$ cat config.mk
export PLATFORM = sky130hd
export DESIGN_NAME = slip_frame_decoder
export DESIGN_NICKNAME = d
export VERILOG_FILES = /design/src/rtl/sfd_pkg.sv /design/src/rtl/sfd_front.sv /design/src/rtl/sfd_cmdq.sv /design/src/rtl/sfd_back.sv /design/src/rtl/slip_frame_decoder.sv
export SDC_FILE = /design/constraint.sdc
export NUM_CORES = 1
export LEC_CHECK = 0
export BUFFER_PORTS_ARGS = -buffer_cell sky130_fd_sc_hd__buf_2
export CORE_MARGIN = 5
export CORE_UTILIZATION = 50
export CTS_CLUSTER_SIZE = 8
export DETAILED_ROUTE_END_ITERATION = 12
export PLACE_DENSITY_LB_ADDON = 0.2
export SETUP_SLACK_MARGIN = 0.15
export SYNTH_ARGS = -nofsm -noshare
export SYNTH_HDL_FRONTEND = slang
export SYNTH_SLANG_ARGS = --single-unit
$ cat constraint.sdc
create_clock -name i_clk -period 5.21 [get_ports i_clk]
set_input_delay 1.042 -clock i_clk [delete_from_list [all_inputs] [get_ports i_clk]]
set_output_delay 1.042 -clock i_clk [all_outputs]
set_load 0.05 [all_outputs]
$ cat src/rtl/sfd_pkg.sv
package sfd_pkg;

    // Field widths of the byte and result words
    localparam int BYTE_W = 8;
    localparam int KIND_W = 2;
    localparam int LEN_W  = 7;

    // Default frame store depth and command queue depth
    localparam int BUF_DEPTH_DEF = 64;
    localparam int CQ_DEPTH      = 4;

    // Reset value of the frame size limit register
    localparam logic [LEN_W-1:0] LIMIT_RESET = 7'd64;

    // SLIP special characters
    localparam logic [BYTE_W-1:0] CODE_END     = 8'hC0;
    localparam logic [BYTE_W-1:0] CODE_ESC     = 8'hDB;
    localparam logic [BYTE_W-1:0] CODE_ESC_END = 8'hDC;
    localparam logic [BYTE_W-1:0] CODE_ESC_ESC = 8'hDD;

    // Result kinds
    localparam logic [KIND_W-1:0] KIND_DATA  = 2'd0;
    localparam logic [KIND_W-1:0] KIND_EMPTY = 2'd1;
    localparam logic [KIND_W-1:0] KIND_ERROR = 2'd2;

    // Error codes
    localparam logic ERR_OVERFLOW   = 1'b0;
    localparam logic ERR_BAD_ESCAPE = 1'b1;

    // Commands from the classifier to the replay engine
    typedef enum logic [1:0] {
        OP_STORE,
        OP_REPLAY,
        OP_EMPTY,
        OP_ERROR
    } t_op;

    // len carries the store address for OP_STORE and the frame length for OP_REPLAY
    typedef struct packed {
        t_op               op;
        logic [BYTE_W-1:0] data;
        logic [LEN_W-1:0]  len;
        logic              err;
    } t_cmd;

endpackage

$ cat src/rtl/sfd_front.sv
module sfd_front
    import sfd_pkg::*;
#(
    parameter int BUF_DEPTH = BUF_DEPTH_DEF
) (
    input  logic              i_clk,
    input  logic              i_rst_n,
    input  logic              i_cfg_we,
    input  logic [LEN_W-1:0]  i_cfg_wdata,
    input  logic              i_accept,
    input  logic [BYTE_W-1:0] i_rx_byte,
    output logic              o_cmd_valid,
    output t_cmd              o_cmd
);

    localparam int CNT_W = $clog2(BUF_DEPTH + 1);

    logic [LEN_W-1:0]  r_limit;
    logic              r_esc;
    logic              n_esc;
    logic [CNT_W-1:0]  r_count;
    logic [CNT_W-1:0]  n_count;
    logic [CNT_W-1:0]  lim_eff;
    logic              store_req;
    logic [BYTE_W-1:0] dec_byte;
    logic              cmd_valid;
    t_cmd              cmd;

    // Saturate the limit at the store depth
    always_comb begin
        if (r_limit > LEN_W'(BUF_DEPTH)) begin
            lim_eff = CNT_W'(BUF_DEPTH);
        end else begin
            lim_eff = r_limit[CNT_W-1:0];
        end
    end

    // Classify the incoming word and build the command for the back end
    always_comb begin
        n_esc     = r_esc;
        n_count   = r_count;
        store_req = 1'b0;
        dec_byte  = i_rx_byte;
        cmd_valid = 1'b0;
        cmd.op    = OP_STORE;
        cmd.data  = i_rx_byte;
        cmd.len   = '0;
        cmd.err   = ERR_OVERFLOW;

        if (r_esc) begin
            priority if (i_rx_byte == CODE_ESC_END) begin
                store_req = 1'b1;
                dec_byte  = CODE_END;
            end else if (i_rx_byte == CODE_ESC_ESC) begin
                store_req = 1'b1;
                dec_byte  = CODE_ESC;
            end else begin
                // Drop the frame on a bad escape sequence
                cmd_valid = 1'b1;
                cmd.op    = OP_ERROR;
                cmd.err   = ERR_BAD_ESCAPE;
                n_esc     = 1'b0;
                n_count   = '0;
            end
        end else begin
            priority if (i_rx_byte == CODE_END) begin
                cmd_valid = 1'b1;
                cmd.op    = (r_count == '0) ? OP_EMPTY : OP_REPLAY;
                cmd.len   = LEN_W'(r_count);
                n_count   = '0;
            end else if (i_rx_byte == CODE_ESC) begin
                n_esc = 1'b1;
            end else begin
                store_req = 1'b1;
            end
        end

        // Store a decoded byte or drop the frame on overflow
        if (store_req) begin
            cmd_valid = 1'b1;
            n_esc     = 1'b0;
            if (r_count >= lim_eff) begin
                cmd.op  = OP_ERROR;
                cmd.err = ERR_OVERFLOW;
                n_count = '0;
            end else begin
                cmd.op   = OP_STORE;
                cmd.data = dec_byte;
                cmd.len  = LEN_W'(r_count);
                n_count  = r_count + CNT_W'(1);
            end
        end
    end

    // Write the limit on a configuration write and advance the frame state on each accepted word
    always_ff @(posedge i_clk) begin
        if (!i_rst_n) begin
            r_limit <= LIMIT_RESET;
            r_esc   <= 1'b0;
            r_count <= '0;
        end else begin
            if (i_cfg_we) begin
                r_limit <= i_cfg_wdata;
            end
            if (i_accept) begin
                r_esc   <= n_esc;
                r_count <= n_count;
            end
        end
    end

    assign o_cmd_valid = i_accept && cmd_valid;
    assign o_cmd       = cmd;

endmodule

$ cat src/rtl/sfd_cmdq.sv
module sfd_cmdq
    import sfd_pkg::*;
(
    input  logic i_clk,
    input  logic i_rst_n,
    input  logic i_push,
    input  t_cmd i_data,
    output logic o_full,
    input  logic i_pop,
    output logic o_empty,
    output t_cmd o_data
);

    localparam int PTR_W = (CQ_DEPTH > 1) ? $clog2(CQ_DEPTH) : 1;
    localparam int CNT_W = $clog2(CQ_DEPTH + 1);

    t_cmd             r_entries [CQ_DEPTH];
    logic [PTR_W-1:0] r_wr_ptr;
    logic [PTR_W-1:0] r_rd_ptr;
    logic [CNT_W-1:0] r_count;
    logic             do_push;
    logic             do_pop;

    assign o_full  = (r_count == CNT_W'(CQ_DEPTH));
    assign o_empty = (r_count == '0);
    assign o_data  = r_entries[r_rd_ptr];
    assign do_push = i_push && !o_full;
    assign do_pop  = i_pop && !o_empty;

    // Hold the queued commands
    always_ff @(posedge i_clk) begin
        if (do_push) begin
            r_entries[r_wr_ptr] <= i_data;
        end
    end

    // Advance the pointers and the fill count
    always_ff @(posedge i_clk) begin
        if (!i_rst_n) begin
            r_wr_ptr <= '0;
            r_rd_ptr <= '0;
            r_count  <= '0;
        end else begin
            if (do_push) begin
                r_wr_ptr <= (r_wr_ptr == PTR_W'(CQ_DEPTH - 1)) ? '0 : r_wr_ptr + PTR_W'(1);
            end
            if (do_pop) begin
                r_rd_ptr <= (r_rd_ptr == PTR_W'(CQ_DEPTH - 1)) ? '0 : r_rd_ptr + PTR_W'(1);
            end
            if (do_push && !do_pop) begin
                r_count <= r_count + CNT_W'(1);
            end else if (do_pop && !do_push) begin
                r_count <= r_count - CNT_W'(1);
            end
        end
    end

endmodule

$ cat src/rtl/sfd_back.sv
module sfd_back
    import sfd_pkg::*;
#(
    parameter int BUF_DEPTH = BUF_DEPTH_DEF
) (
    input  logic              i_clk,
    input  logic              i_rst_n,
    input  logic              i_cmd_valid,
    input  t_cmd              i_cmd,
    output logic              o_cmd_pop,
    input  logic              i_pop,
    output logic              o_empty,
    output logic [KIND_W-1:0] o_result_kind,
    output logic [BYTE_W-1:0] o_byte_value,
    output logic [LEN_W-1:0]  o_frame_length,
    output logic              o_error_code,
    output logic              o_last_of_run
);

    localparam int CNT_W  = $clog2(BUF_DEPTH + 1);
    localparam int ADDR_W = (BUF_DEPTH > 1) ? $clog2(BUF_DEPTH) : 1;

    logic [BYTE_W-1:0] r_mem [BUF_DEPTH];
    logic [BYTE_W-1:0] r_rd_data;

    logic              r_busy;
    logic              n_busy;
    logic [CNT_W-1:0]  r_idx;
    logic [CNT_W-1:0]  n_idx;
    logic [CNT_W-1:0]  r_len;
    logic [CNT_W-1:0]  n_len;

    logic              r_out_valid;
    logic [KIND_W-1:0] r_kind;
    logic [KIND_W-1:0] n_kind;
    logic [LEN_W-1:0]  r_out_len;
    logic [LEN_W-1:0]  n_out_len;
    logic              r_err;
    logic              n_err;
    logic              r_last;
    logic              n_last;

    logic              advance;
    logic              out_load;
    logic              mem_we;
    logic              rd_en;
    logic              cmd_pop;

    // The output register frees up when empty or when its word is taken
    assign advance = !r_out_valid || i_pop;

    // Execute one command or one replay step per cycle when not stalled
    always_comb begin
        n_busy    = r_busy;
        n_idx     = r_idx;
        n_len     = r_len;
        n_kind    = KIND_DATA;
        n_out_len = '0;
        n_err     = ERR_OVERFLOW;
        n_last    = 1'b0;
        out_load  = 1'b0;
        mem_we    = 1'b0;
        rd_en     = 1'b0;
        cmd_pop   = 1'b0;

        if (r_busy) begin
            if (advance) begin
                rd_en     = 1'b1;
                out_load  = 1'b1;
                n_kind    = KIND_DATA;
                n_out_len = LEN_W'(r_len);
                n_last    = (r_idx + CNT_W'(1) == r_len);
                if (n_last) begin
                    n_busy = 1'b0;
                end else begin
                    n_idx = r_idx + CNT_W'(1);
                end
            end
        end else if (i_cmd_valid) begin
            unique case (i_cmd.op)
                OP_STORE: begin
                    cmd_pop = 1'b1;
                    mem_we  = 1'b1;
                end
                OP_REPLAY: begin
                    cmd_pop = 1'b1;
                    n_busy  = 1'b1;
                    n_idx   = '0;
                    n_len   = i_cmd.len[CNT_W-1:0];
                end
                OP_EMPTY: begin
                    if (advance) begin
                        cmd_pop  = 1'b1;
                        out_load = 1'b1;
                        n_kind   = KIND_EMPTY;
                        n_last   = 1'b1;
                    end
                end
                OP_ERROR: begin
                    if (advance) begin
                        cmd_pop  = 1'b1;
                        out_load = 1'b1;
                        n_kind   = KIND_ERROR;
                        n_err    = i_cmd.err;
                        n_last   = 1'b1;
                    end
                end
                default: begin
                    cmd_pop = 1'b0;
                end
            endcase
        end
    end

    // Frame store: write on store commands, registered read on replay steps
    always_ff @(posedge i_clk) begin
        if (mem_we) begin
            r_mem[i_cmd.len[ADDR_W-1:0]] <= i_cmd.data;
        end
        if (rd_en) begin
            r_rd_data <= r_mem[r_idx[ADDR_W-1:0]];
        end
    end

    // Control state
    always_ff @(posedge i_clk) begin
        if (!i_rst_n) begin
            r_busy      <= 1'b0;
            r_out_valid <= 1'b0;
        end else begin
            r_busy <= n_busy;
            if (advance) begin
                r_out_valid <= out_load;
            end
        end
    end

    // Replay counters and result fields
    always_ff @(posedge i_clk) begin
        r_idx <= n_idx;
        r_len <= n_len;
        if (out_load) begin
            r_kind    <= n_kind;
            r_out_len <= n_out_len;
            r_err     <= n_err;
            r_last    <= n_last;
        end
    end

    assign o_cmd_pop      = cmd_pop;
    assign o_empty        = !r_out_valid;
    assign o_result_kind  = r_kind;
    assign o_byte_value   = (r_kind == KIND_DATA) ? r_rd_data : '0;
    assign o_frame_length = r_out_len;
    assign o_error_code   = r_err;
    assign o_last_of_run  = r_last;

endmodule

$ cat src/rtl/slip_frame_decoder.sv
// SLIP receive decoder.
// Input channel: one raw link byte per word on i_rx_byte, taken when push is
// high and full is low. Result channel: the oldest result sits on the o_ ports
// while empty is low and is taken when pop is high.
// Configuration: i_cfg_we/i_cfg_wdata write the frame size limit (reset 64).
// A classifier takes one byte per cycle while the command queue has room,
// tracks the escape state and the frame byte count, and sends store, replay,
// empty and error commands through a four-entry command queue to the replay
// engine, which owns the frame store. Plain data bytes are handled one per
// cycle in both halves unless stalled. An END byte makes the replay engine
// take a setup step, then replay the stored bytes, one memory read each;
// meanwhile the classifier takes next-frame bytes until the queue fills.
// An END byte's first result passes the command queue, the setup step and
// the output register; empty-frame and error results skip the setup step.
// Reset clears the escape state, byte count, command queue, busy and output
// valid flags and sets the limit to 64; the frame store needs no clearing.
// When the receiver stalls, the output register holds its word, the replay
// engine pauses and the input side stalls once the command queue is full.
module slip_frame_decoder
    import sfd_pkg::*;
#(
    parameter int BUF_DEPTH = BUF_DEPTH_DEF
) (
    input  logic              i_clk,
    input  logic              i_rst_n,
    input  logic              i_cfg_we,
    input  logic [LEN_W-1:0]  i_cfg_wdata,
    input  logic              push,
    output logic              full,
    input  logic [BYTE_W-1:0] i_rx_byte,
    output logic              empty,
    input  logic              pop,
    output logic [KIND_W-1:0] o_result_kind,
    output logic [BYTE_W-1:0] o_byte_value,
    output logic [LEN_W-1:0]  o_frame_length,
    output logic              o_error_code,
    output logic              o_last_of_run
);

    logic accept;
    logic cmd_push;
    t_cmd cmd_in;
    logic q_empty;
    t_cmd q_data;
    logic q_pop;

    assign accept = push && !full;

    // Classify incoming bytes
    sfd_front #(
        .BUF_DEPTH (BUF_DEPTH)
    ) u_front (
        .i_clk       (i_clk),
        .i_rst_n     (i_rst_n),
        .i_cfg_we    (i_cfg_we),
        .i_cfg_wdata (i_cfg_wdata),
        .i_accept    (accept),
        .i_rx_byte   (i_rx_byte),
        .o_cmd_valid (cmd_push),
        .o_cmd       (cmd_in)
    );

    // Decouple the two halves
    sfd_cmdq u_cmdq (
        .i_clk   (i_clk),
        .i_rst_n (i_rst_n),
        .i_push  (cmd_push),
        .i_data  (cmd_in),
        .o_full  (full),
        .i_pop   (q_pop),
        .o_empty (q_empty),
        .o_data  (q_data)
    );

    // Store and replay frames
    sfd_back #(
        .BUF_DEPTH (BUF_DEPTH)
    ) u_back (
        .i_clk          (i_clk),
        .i_rst_n        (i_rst_n),
        .i_cmd_valid    (!q_empty),
        .i_cmd          (q_data),
        .o_cmd_pop      (q_pop),
        .i_pop          (pop),
        .o_empty        (empty),
        .o_result_kind  (o_result_kind),
        .o_byte_value   (o_byte_value),
        .o_frame_length (o_frame_length),
        .o_error_code   (o_error_code),
        .o_last_of_run  (o_last_of_run)
    );

endmodule

==> results.txt <==
count of state elements after synthesis = 643
synth-to-layout area growth = 13.2%
GRT Total Usage = 0.203
via density per instance = 6.07
part of the Yosys area used for sequential elements = 0.749
Worst Reg2Reg Path Length in Cells = 4
WL met2 = 27200 microns
Via Count = 12800
effective utilization at floorplan = 0.506
pin count of the biggest net entering global routing = 90
WS Path Type = flop to flop
area of the mapped netlist = 25400 sq um
endpoint arrival time on the critical path = 3.79 ns
remaining antenna violation count = 0
top library cells by usage in the layout, fill and taps aside = 617 x edfxtp_1, 137 x mux4_2, 93 x clkbuf_16
topmost layer with routed signal wires = met4
result of the run = completed
CTS Buf Count = 90
Synth area leaders = edfxtp_1 73%, mux4_2 12%, dfxtp_1 2.0%, mux2i_1 1.4%, nor2_1 1.2%
worst hold slack across all endpoints = 0.503 ns
number of nets at the end of the flow = 1451
clock transition time at the flip-flop clock pins of the worst setup and hold paths = 0.05 ns
IR drop worst, VDD = 371 uV
Ys Warns = 0
largest fanout on the critical path = 9
Die H = 235 microns
Std-Cell Rows = 82
Distinct cells, synth = 51
Slew headroom = 0.280
hold-fix buffer count after cts = 0
type of element capturing the critical path = flop
type of origin of the critical path = flop
portion of synthesized cell area occupied by the leading cell type = 0.729
Setup WS post-layout = 1.65 ns
deepest clock path buffer count = 3
number of antenna violations at the first check in global routing = 0
clock skew after layout = 0.0201 ns
max frequency = 0.281 GHz
endpoint of the worst setup timing path = u_back.r_mem[10][4]
number of global-route vias before repair = 13100
Setup TNS = 0 ns
worst-margin pin slew = 1.08 ns
Power Dens Cells = 581 nW/um^2
first-pass GRT wire length = 84800 microns
worst slack at placement = 1.64 ns
number of stages on the worst hold path = 2
Met3 Wirelength = 3290 microns
Total Power Consumption = 16700 uW
most frequently used flop master after synthesis = edfxtp_1
setup repair after global routing missed its margin = false
drt wl/cell = 26.6 microns
Placer Congestion = 0.832
number of enable-type register cells in the synthesized netlist = 617
diode count = 0
setup bufs post-CTS = 0
M1 WL = 24100 microns
Placeable Area = 50300 sq um
final hold vios = 0
number of gates given a new drive strength after cts = 0
library cell with the largest summed area after synthesis = edfxtp_1
post-synthesis async set-or-reset flop share = 0
setup slack, reg-to-reg = 1.65 ns
CTS tree = yes
Maximum Capacitance Violations = 0
total routed wirelength = 56100 microns
root buffer selected by CTS = clkbuf_16
terminus of the critical flop-to-flop path = u_back.r_mem[10][4]
top-level I/O count = 41
DP HPWL = 35100 microns
final critical-path share of the clock period = 0.684
post-synthesis average cell area = 19.1 sq um
count of TritonRoute iterations in the first routing pass = 5
standby leakage power = 0.00925 uW
total congestion overflow after global routing = 0
Post-route DRC = 0
most common cell after layout, fill and taps aside = edfxtp_1
total non-filler cell area in the finished layout = 28800 sq um
Skew-Pair Late Insertion Delay = 0.61 ns
worst min-delay path class = flop to flop
Starting DRT DRC Count = 1216
cell count after synthesis = 1330
cell area reported after detailed placement = 26300 sq um
syn nets = 1367
minimum clock period = 3.56 ns
layout cells sized above 1 = 0.213
width of the chip = 235 microns
Sinks on Clock Net = 643
IO Port Bufs = 40
endpoint required time on the critical path = 5.44 ns
number of setup violations in the final report = 0
H-Tree Level Count = 3
die area = 55500 sq um
number of slew-limit violations in the final report = 0
## metrics by stage
stage / cells / util
6_report: 2107 / 0.572
5_1_grt: 2107 / 0.572
4_1_cts: 2107 / 0.572
3_5_place_dp: 1994 / 0.524
3_3_place_gp: 1994 / 0.524
2_1_floorplan: 1330 / -
## how the worst min path moves through the flow
stage	startpoint	endpoint	slack (ns)
after floorplan	u_cmdq.r_count[2]	u_cmdq.r_count[2]	0.47
after global placement	u_front.r_limit[0]	u_front.r_limit[0]	0.49
after detailed placement	u_cmdq.r_wr_ptr[1]	u_cmdq.r_wr_ptr[1]	0.51
after CTS	u_cmdq.r_wr_ptr[1]	u_cmdq.r_wr_ptr[1]	0.51
after global routing	u_cmdq.r_wr_ptr[1]	u_cmdq.r_wr_ptr[1]	0.55
final	u_cmdq.r_wr_ptr[1]	u_cmdq.r_wr_ptr[1]	0.50
## synth_stat cells (all sizes together) (2+ instances only)
| library cell | number |
|---|---|
| xnor2 | 5 |
| a21oi | 16 |
| inv | 19 |
| or2 | 4 |
| ha | 16 |
| nand3b | 4 |
| nand3 | 28 |
| nor3b | 3 |
| a211oi | 10 |
| edfxtp | 617 |
| clkbuf | 42 |
| a21boi | 6 |
| mux2i | 36 |
| xor2 | 13 |
| nor2 | 83 |
| o21a | 2 |
| a22o | 4 |
| nor3 | 8 |
| o22ai | 14 |
| and2 | 26 |
| mux4 | 137 |
| nor2b | 30 |
| or3 | 3 |
| nand2b | 7 |
| nand2 | 56 |
| o221ai | 6 |
| o31a | 3 |
| dfxtp | 26 |
| a22oi | 25 |
| nand4 | 10 |
| and3 | 11 |
| o41ai | 4 |
| buf | 25 |
| a31oi | 9 |
| o21ai | 9 |
## power by group
part | internal, uW | switching, uW
registers | 6740 | 205
clock network | 3160 | 1950
logic | 1530 | 3130
## cell families after synthesis
| family | after synthesis | share of synthesized area |
|---|---|---|
| multiplexers | 174 | 0.136 |
| AND/OR/NAND/NOR | 279 | 0.0554 |
| flip-flops | 643 | 0.749 |
| adder cells (fa/ha/maj) | 17 | 0.00866 |
| XOR/XNOR | 18 | 0.00620 |
| AO/OA/AOI/OAI | 113 | 0.0308 |
| buffers and inverters | 86 | 0.0136 |
## layout make-up
cell class / count / area (sq um)
clock inverters: 3 / 22.5
inverters: 19 / 71.3
clock buffers: 110 / 2400
flip-flops and latches: 643 / 19000
repair buffers: 59 / 355
well taps: 672 / 841
fillers: 3811 / 21500
multi-input cells: 601 / 6030
## critical path, stage by stage (launching register included)
cell	delay (ns)
dfxtp_1	0.60
mux4_2	0.63
nor4_4	0.56
nand3_1	0.57
nor2_1	0.81
## routing by layer
metal / track usage / vias up
li1: - / 5521
met3: 0.0397 / 93
met4: 0.0728 / 0
met1: 0.291 / 6733
met5: 0 / -
met2: 0.315 / 452
## sequential cells by signal, indices dropped and copies added (netlist names), 7 cells and up, named ones only
signal                 cells
u_back.o_frame_length      7
u_back.r_idx               7
u_back.r_len               7
u_back.r_mem             512
u_back.r_rd_data           8
u_cmdq.r_entries          72
u_front.r_count            7
u_front.r_limit            7
Power figures use the tool's default switching activity.
